--- config.mk ---
export PLATFORM = sky130hd
export DESIGN_NAME = lfuc_ram
export DESIGN_NICKNAME = d
export VERILOG_FILES = /design/src/rtl/core/lfuc_ram.sv
export SDC_FILE = /design/constraint.sdc
export NUM_CORES = 1
export LEC_CHECK = 0
export ABC_AREA = 1
export BUFFER_PORTS_ARGS = -buffer_cell sky130_fd_sc_hd__buf_2
export CAP_MARGIN = 20
export CORE_ASPECT_RATIO = 0.5
export CORE_MARGIN = 4
export CORE_UTILIZATION = 56
export DETAILED_ROUTE_END_ITERATION = 8
export HOLD_SLACK_MARGIN = 0.15
export PLACE_DENSITY = 0.72
export RECOVER_POWER = 100
export SYNTH_ARGS = -nofsm -noshare
export SYNTH_HDL_FRONTEND = slang
export SYNTH_SLANG_ARGS = --single-unit
--- constraint.sdc ---
create_clock -name clk_i -period 3.4 [get_ports clk_i]
set_clock_uncertainty 0.2 [all_clocks]
set_input_delay 0.34 -clock clk_i [delete_from_list [all_inputs] [get_ports clk_i]]
set_output_delay 0.34 -clock clk_i [all_outputs]
set_load 0.01 [all_outputs]
--- src/rtl/core/lfuc_ram.sv ---
// ----------------------------------------------------------------------------
// LFU cache RAM
// Generic single-port RAM with registered read.
// ----------------------------------------------------------------------------
module lfuc_ram #(
  parameter int unsigned Width = 8,
  parameter int unsigned Depth = 64
) (
  input  logic                     clk_i,
  input  logic                     we_i,
  input  logic [$clog2(Depth)-1:0] addr_i,
  input  logic [Width-1:0]         wdata_i,
  output logic [Width-1:0]         rdata_o
);
  logic [Width-1:0] mem_q [Depth];

  always_ff @(posedge clk_i) begin
    if (we_i) begin
      mem_q[addr_i] <= wdata_i;
    end
    rdata_o <= mem_q[addr_i];
  end
endmodule

==> metrics.md, run 1 <==
| Metric | Value |
|---|---|
| GRT Util Overall | 25.0% |
| Diodes inserted | 0 |
| Die footprint | 42,800 µm² |
| Num rows | 51 |
| Via count | 14,900 |
| Peak fanout along the critical path | 30 |
| Hold crit path type | in2reg |
| Initial Util | 56.7% |
| Port buffer count | 23 |
| CTS Root Cell | clkbuf_16 |
| Final setup violation count | 0 |
| Slew @ Worst Pin | approximately 2.6 ns |
| Initial DRC Count | 1,681 |
| Die W | 289 µm |
| Post-Syn Area | around 22,000 µm² |
| DR WL/cell | 18.8 µm |
| Buffer depth of the longest clock path | 3 |
| Post-DRT Antenna Nets | 0 |
| Post-DP HPWL | 30,800 µm |
| FF+latch count, synth | 520 |
| Sequential element share of the synthesized area | 70.5% |
| H-tree depth | 2 |
| Worst VDD drop | 0.000365 V |
| Largest net degree at the start of global routing | roughly 120 |
| Clock network latency to the later pin of the worst-skew pair | 0.57 ns |
| Design Area, Final | ~24,000 µm² |
| Unrepaired setup endpoints after global routing | no |
| Crit start category | input pin |
| Share of cells above drive strength 1 | approximately 5.0% |
| PwrDens | 530 nW/µm² |
| Vias per Instance | roughly 5.3 |
| Final wirelength | 52,800 µm |
| Final WS setup | 0.701 ns |
| Final nets | 2,254 |
| Grt ovf | 0 |
| IO Pins | 24 |
| Final core utilization | 62.2% |
| Fill count | 3,112 |
| Post-route clock period utilization | 79.4% |
| Post-route minimum period | 2.70 ns |
| Yosys top cell by area | edfxtp_1 |
| Max Cap Viol | 6 |
| Largest cells by area after synthesis | edfxtp_1 (70%), nand2_1 (24%), nor2_1 (1.5%) |
| Final hold vios | 0 |
| Max transition margin | -75.9% |
| Synth cell types | 22 |
| Avg Cell Area, Syn | 10.2 µm² |
| Die Span Y | 148 µm |
| CP startpoint | addr_i[1] |
| Crit path DAT | 2.69 ns |
| Status | finished with violations |
| Placed instance area | roughly 23,000 µm² |
| Clock buffer count from CTS | 46 |
| Worst Path Required | between 3 and 4 ns |
| First-pass GRT wire length | around 81,000 µm |
| Final Max Slew Viols | approximately 260 |
| CTS sink count | 520 |
| CTS tree | done |
| Synth-to-layout area growth | 9.60% |
| Gpl congestion | 0.862 |
| Failing checks | max-capacitance violations, max-slew violations |
| Critical path capture point type | register |
| DRC viols | 0 |
| YS warnings | 0 |
| Initial antenna violation count | 1 |
| Critical path type | in2reg |
| Syn_nets | 2,183 |
| Core box area | 38,900 µm² |
| Fin Setup TNS | 0 ns |
| Register area | 15,500 µm² |
| Worst R2R Start | mem_q[39][6] |
| Post-route insts no fill | 2,799 |
| Gate Count Post-Synth | 2,167 |
| Vias in the first global route | around 14,000 |
| Worst hold start | addr_i[4] |
| Post-CTS Setup Inserts | 0 |
| Share of the synthesized area in the top cell type | 69.7% |
| Placed cells | 2,716 |
| DR pass1 iterations | 5 |
| Worst reg-to-reg setup slack | 1.67 ns |
| Maximum operating frequency | 370 MHz |
| Leak | 9.97 nW |
| Worst-path clk slew | 0.06 ns |
| Pre-CTS WS | slightly above 0.8 ns |
| Multi-input logic area | 5810 µm² |
==> final timing paths <==
kind	to	cells after the start
max reg2reg	rdata_o[6]	7
max	mem_q[0][5]	6
min	rdata_o[1]	6
min reg2reg	rdata_o[6]	6
==> layout make-up <==
type / count / area share, %
Clock buffer: 58 / 5.04
Clock inverter: 21 / 0.616
Multi-Input combinational cell: 1516 / 24.0
Inverter: 30 / 0.497
Tap cell: 530 / 2.74
Sequential cell: 520 / 64.3
Timing Repair Buffer: 124 / 2.76
==> routing by layer <==
metal / vias to the layer above / global-route usage (%) / part of all wire, %
met4: 2 / 6.09 / 2.2
met5: - / 0 / 0.021
met1: 7026 / 36.1 / 43
met3: 98 / 5.30 / 9.8
li1: 7129 / - / -
met2: 663 / 39.6 / 45
==> power breakdown <==
| part | total (W) | internal [W] | switching, W |
|---|---|---|---|
| combinational | 0.000818 | 0.000192 | 0.000626 |
| sequential | 0.00712 | 0.00710 | 0.0000185 |
| clock | 0.00487 | 0.00267 | 0.00220 |
| total | 0.0128 | 0.00997 | 0.00285 |
==> worst max-delay path, stage by stage <==
cell and delay (ns):
clkbuf_2 0.50, nor2_1 0.67, nand3_1 0.13, clkbuf_1 0.38, nor2_1 0.24, clkbuf_1 0.42
==> logic make-up (layout without fill, tap and decap cells) <==
| group | after synthesis | in the layout | synth area share [%] |
|---|---|---|---|
| AO/OA/AOI/OAI | 12 | 12 | 0.329 |
| flip-flops | 520 | 520 | 70.5 |
| AND/OR/NAND/NOR | 1504 | 1504 | 26.0 |
| buffers and inverters | 131 | 233 | 3.16 |
==> cell usage after synthesis (all sizes together) <==
library cell	number
nand2	1384
edfxtp	512
nor2	89
buf	78
inv	29
clkbuf	23
nand3	13
dfxtp	8
nor3	8
o21ai	7
or2	6
o211ai	5
nand4	2
nor4	2
clkinv	1
==> stage by stage <==
stage	total power (W)	hold WS [ns]
finish	0.0128	0.188
global route	0.0133	0.222
CTS	0.0129	0.174
detailed placement	0.00807	0.506
global placement	0.00806	0.508
floorplan	0.00774	0.239
==> flip-flops by register name (all words and copies together), names as in the netlist <==
signal,count
rdata_o,8
mem_q,512
==> cell usage in the layout (no fill, tap or decap), drive strengths merged <==
cell type	synthesis	final
nand2	1384	1384
edfxtp	512	512
clkbuf	23	141
nor2	89	89
buf	78	38
inv	29	31
clkinv	1	16
nand3	13	13
nor3	8	8
dfxtp	8	8
o21ai	7	7
or2	6	6
o211ai	5	5
dlygate4sd3	0	3
nor4	2	2
nand4	2	2
bufinv	0	2
clkinvlp	0	2
==> what timing repair did <==
action,in CTS,in global routing
hold buffers,2,1
hold endpoints to repair,24,10
resized for setup,0,0
No activity file was read; power rests on OpenSTA's default activity.
==> run 2, diff against run 1 <==
clock period = 2.75 ns   (was 3.4 ns; I/O delays follow)
==> run 2 against run 1 <==
  * The run still ends with max-capacitance violations, max-slew violations left
  * Combinational power rose by 26%
  * Core utilization up 0.84 points
  * Flip-flop and latch count is the same
  * Non-clock buffer count increased by 15
  * Cell count increased by 0.54%
  * Sequential share of layout area decreased by 0.86 points
  * Via count increased by 0.18%
  * Critical path depth is the same
  * Total power is 25% higher
  * Cell area increased by 1.4%
  * Register-to-register slack got worse by 0.54 ns
  * Critical path type unchanged
  * Critical endpoint is now mem_q[42][0]
  * Largest power group unchanged
==> metrics.md, run 2 (synthesis results as in run 1) <==
| Metric | Value |
|---|---|
| First-pass GRT wire length | 81,900 µm (+0.94%) |
| CTS tree | done |
| H-tree depth | 2 (unchanged) |
| Grt ovf | 0 (unchanged) |
| Worst reg-to-reg setup slack | 1.13 ns (-0.54 ns) |
| Final nets | 2,268 (+0.62%) |
| NetSw | 0.00354 W (+24%) |
| DR WL/cell | 18.8 µm (-0.35%) |
| Slowest stage delay, CP | 0.53 ns (-0.14 ns) |
| Worst-path clk slew | 0.06 ns (about the same) |
| Post-DRT Antenna Nets | 0 (unchanged) |
| Vias in the first global route | 14,200 (+1.7%) |
| Post-DP HPWL | 31,400 µm (+2.0%) |
| Initial DRC Count | 1,521 (-9.5%) |
| Die W | 289 µm (unchanged) |
| Clock Power Share | 38.8% (+0.8 points) |
| DRC viols | 0 (unchanged) |
| Worst R2R Start | mem_q[39][6] |
| Failing checks | max-capacitance violations, max-slew violations |
| Die Span Y | 148 µm (unchanged) |
| Fin Setup TNS | 0 ns (unchanged) |
| Final hold vios | 0 (unchanged) |
| Post-route clock period utilization | between 80% and 90% |
| Gpl congestion | 0.884 (+2.6%) |
| Reg2Reg Depth | 7 (unchanged) |
| Critical path type | in2reg |
| GRT Util Overall | 25.1% (about the same) |
| Final WS setup | 0.277 ns (-0.424 ns) |
| Buffer depth of the longest clock path | 3 (unchanged) |
| Biggest regs | mem_q (512), rdata_o (8) |
| Diodes inserted | 0 (unchanged) |
| Pre-CTS WS | 0.102 ns (-0.709 ns) |
| Comb power frac | 6.4% (about the same) |
| Reg2reg end | rdata_o[6] |
| Num rows | 51 (unchanged) |
| Max Cap Viol | 7 (+1) |
| CTS sink count | 520 (unchanged) |
| Top reg by flops | mem_q |
| CTS Root Cell | clkbuf_16 |
| Switching share of power | 22.0% (-0.16 points) |
| Max transition margin | -54.7% (+21 points) |
| Critical path capture point type | register |
| Post-CTS Setup Inserts | 0 (unchanged) |
| Worst hold start | addr_i[4] |
| Final Max Slew Viols | 261 (+0.77%) |
| Clock network latency to the later pin of the worst-skew pair | 0.56 ns (about the same) |
| Peak fanout along the critical path | 9 (-70%) |
| Most frequent cells in the layout | nand2_1 (1,384), edfxtp_1 (512), nor2_1 (87), clkbuf_1 (74), clkbuf_16 (47) |
| Initial Util | 56.7% (unchanged) |
| Maximum operating frequency | roughly 400 MHz |
| Vias per Instance | 5.31 (-0.35%) |
| Worst Hold Path EP | mem_q[43][6] |
| IO Pins | 24 (unchanged) |
| Port buffer count | 23 (unchanged) |
| Final wirelength | 52,800 µm (+0.18%) |
| CP most frequent cell | clkbuf_1 |
| Most common cell after layout, fill and taps aside | nand2_1 |
| Fill count | 3,107 (-0.16%) |
| Worst Path Required | 2.74 ns (-0.65 ns) |
| Core box area | 38,900 µm² (unchanged) |
| Status | finished with violations |
| Unrepaired setup endpoints after global routing | no |
| Leak | 10.2 nW (+2.1%) |
| Largest net degree at the start of global routing | 114 (-5.8%) |
| Die footprint | 42,800 µm² (unchanged) |
| Crit start category | input pin |
| CP Cell Sequence | dlygate4sd3_1 -> clkbuf_1 -> nand3_1 -> clkbuf_1 -> nor2_1 -> clkbuf_1 |
| Share of cells above drive strength 1 | 6.35% (+1.3 points) |
| Reg power frac | 54.8% (-0.8 points) |
| Via count | 14,900 (+0.18%) |
| Number of flip-flops in the largest register | 512 (unchanged) |
| Internal Power | 0.0125 W (+26%) |
| Post-route minimum period | 2.47 ns |
| Final setup violation count | 0 (unchanged) |
| Synth-to-layout area growth | 11.1% |
| Slew @ Worst Pin | 2.32 ns (-0.318 ns) |
| PwrDens | 656 nW/µm² (+24%) |
| Crit path DAT | 2.46 ns (-0.23 ns) |
| Initial antenna violation count | 0 (-1) |
| CP max-delay cell | dlygate4sd3_1 |
| Hold crit path type | in2reg |
| DR pass1 iterations | 7 (+2) |
| Worst VDD drop | 0.000506 V (+38%) |
| WHS Path Cells | 4 (-2) |
| Clock buffer count from CTS | 45 (-2.2%) |
==> run 2: changes by cell type in the layout (fill, tap and decap cells not counted), moves of 3 or more <==
| cell | before | now |
|---|---|---|
| clkbuf_1 | 90 | 74 |
| dlygate4sd3_1 | 3 | 6 |
| clkinv_2 | 4 | 7 |
| buf_4 | 28 | 43 |
| buf_12 | 4 | 12 |
==> run 2: through the flow <==
step	hold WS [ns]	instances	power (W)	utilization, %	cell area (µm²)
4_1_cts	0.150	2814	0.0162	63.6	24700
2_1_floorplan	0.174	2167	0.00956	-	22000
5_1_grt	0.230	2814	0.0166	63.0	24500
3_5_place_dp	0.388	2729	0.00999	59.8	23200
3_3_place_gp	0.376	2729	0.00998	59.8	23200
6_report	0.210	2814	0.0161	63.0	24500
==> run 2: layer usage <==
metal  vias up  global-route usage [%]  wire length [µm]
met3        78                    5.54              5290
met2       627                    38.9             24200
met1      7064                    36.8             22500
met5         -                       0                 0
met4         0                    5.84               885
li1       7176                       -                 -
==> run 2: worst max-delay path by stage <==
stage / endpoint / slack, ns / cells after the start / startpoint
6_report: mem_q[42][0] / 0.28 / 6 / we_i
5_1_grt: mem_q[56][3] / 0.26 / 3 / wdata_i[3]
4_1_cts: mem_q[25][5] / 0.67 / 6 / addr_i[2]
3_5_place_dp: mem_q[24][0] / 0.10 / 6 / addr_i[2]
3_3_place_gp: mem_q[25][4] / 0.16 / 6 / addr_i[2]
2_1_floorplan: mem_q[41][0] / 0.31 / 5 / addr_i[3]
==> run 2: area by class of cell <==
class	instances	area (µm²)	share of cell area [%]
timing repair buffer	139	941	3.84
tap	530	663	2.71
sequential	520	15500	63.4
clock buffer	56	1210	4.94
clock inverter	23	205	0.838
inverter	30	120	0.490
multi-input combinational	1516	5810	23.7
==> run 2: worst max-delay path: cells and delay by family <==
kind / cells / cell delay (ns)
buffers and inverters: 4 / 1.75
AND/OR/NAND/NOR: 2 / 0.43
==> run 2: power by group through the flow <==
| stage | clock network, W | registers (W) | logic, W |
|---|---|---|---|
| finish | 0.00624 | 0.00880 | 0.00103 |
| global route | 0.00668 | 0.00880 | 0.00114 |
| CTS | 0.00632 | 0.00879 | 0.00104 |
| detailed placement | 0 | 0.00896 | 0.00103 |
| global placement | 0 | 0.00896 | 0.00101 |
| floorplan | 0 | 0.00897 | 0.000599 |
==> run 2: what timing repair did <==
action | CTS | global route
hold buffers | 6 | 0
resized for setup | 0 | 0
hold endpoints to repair | 191 | 0
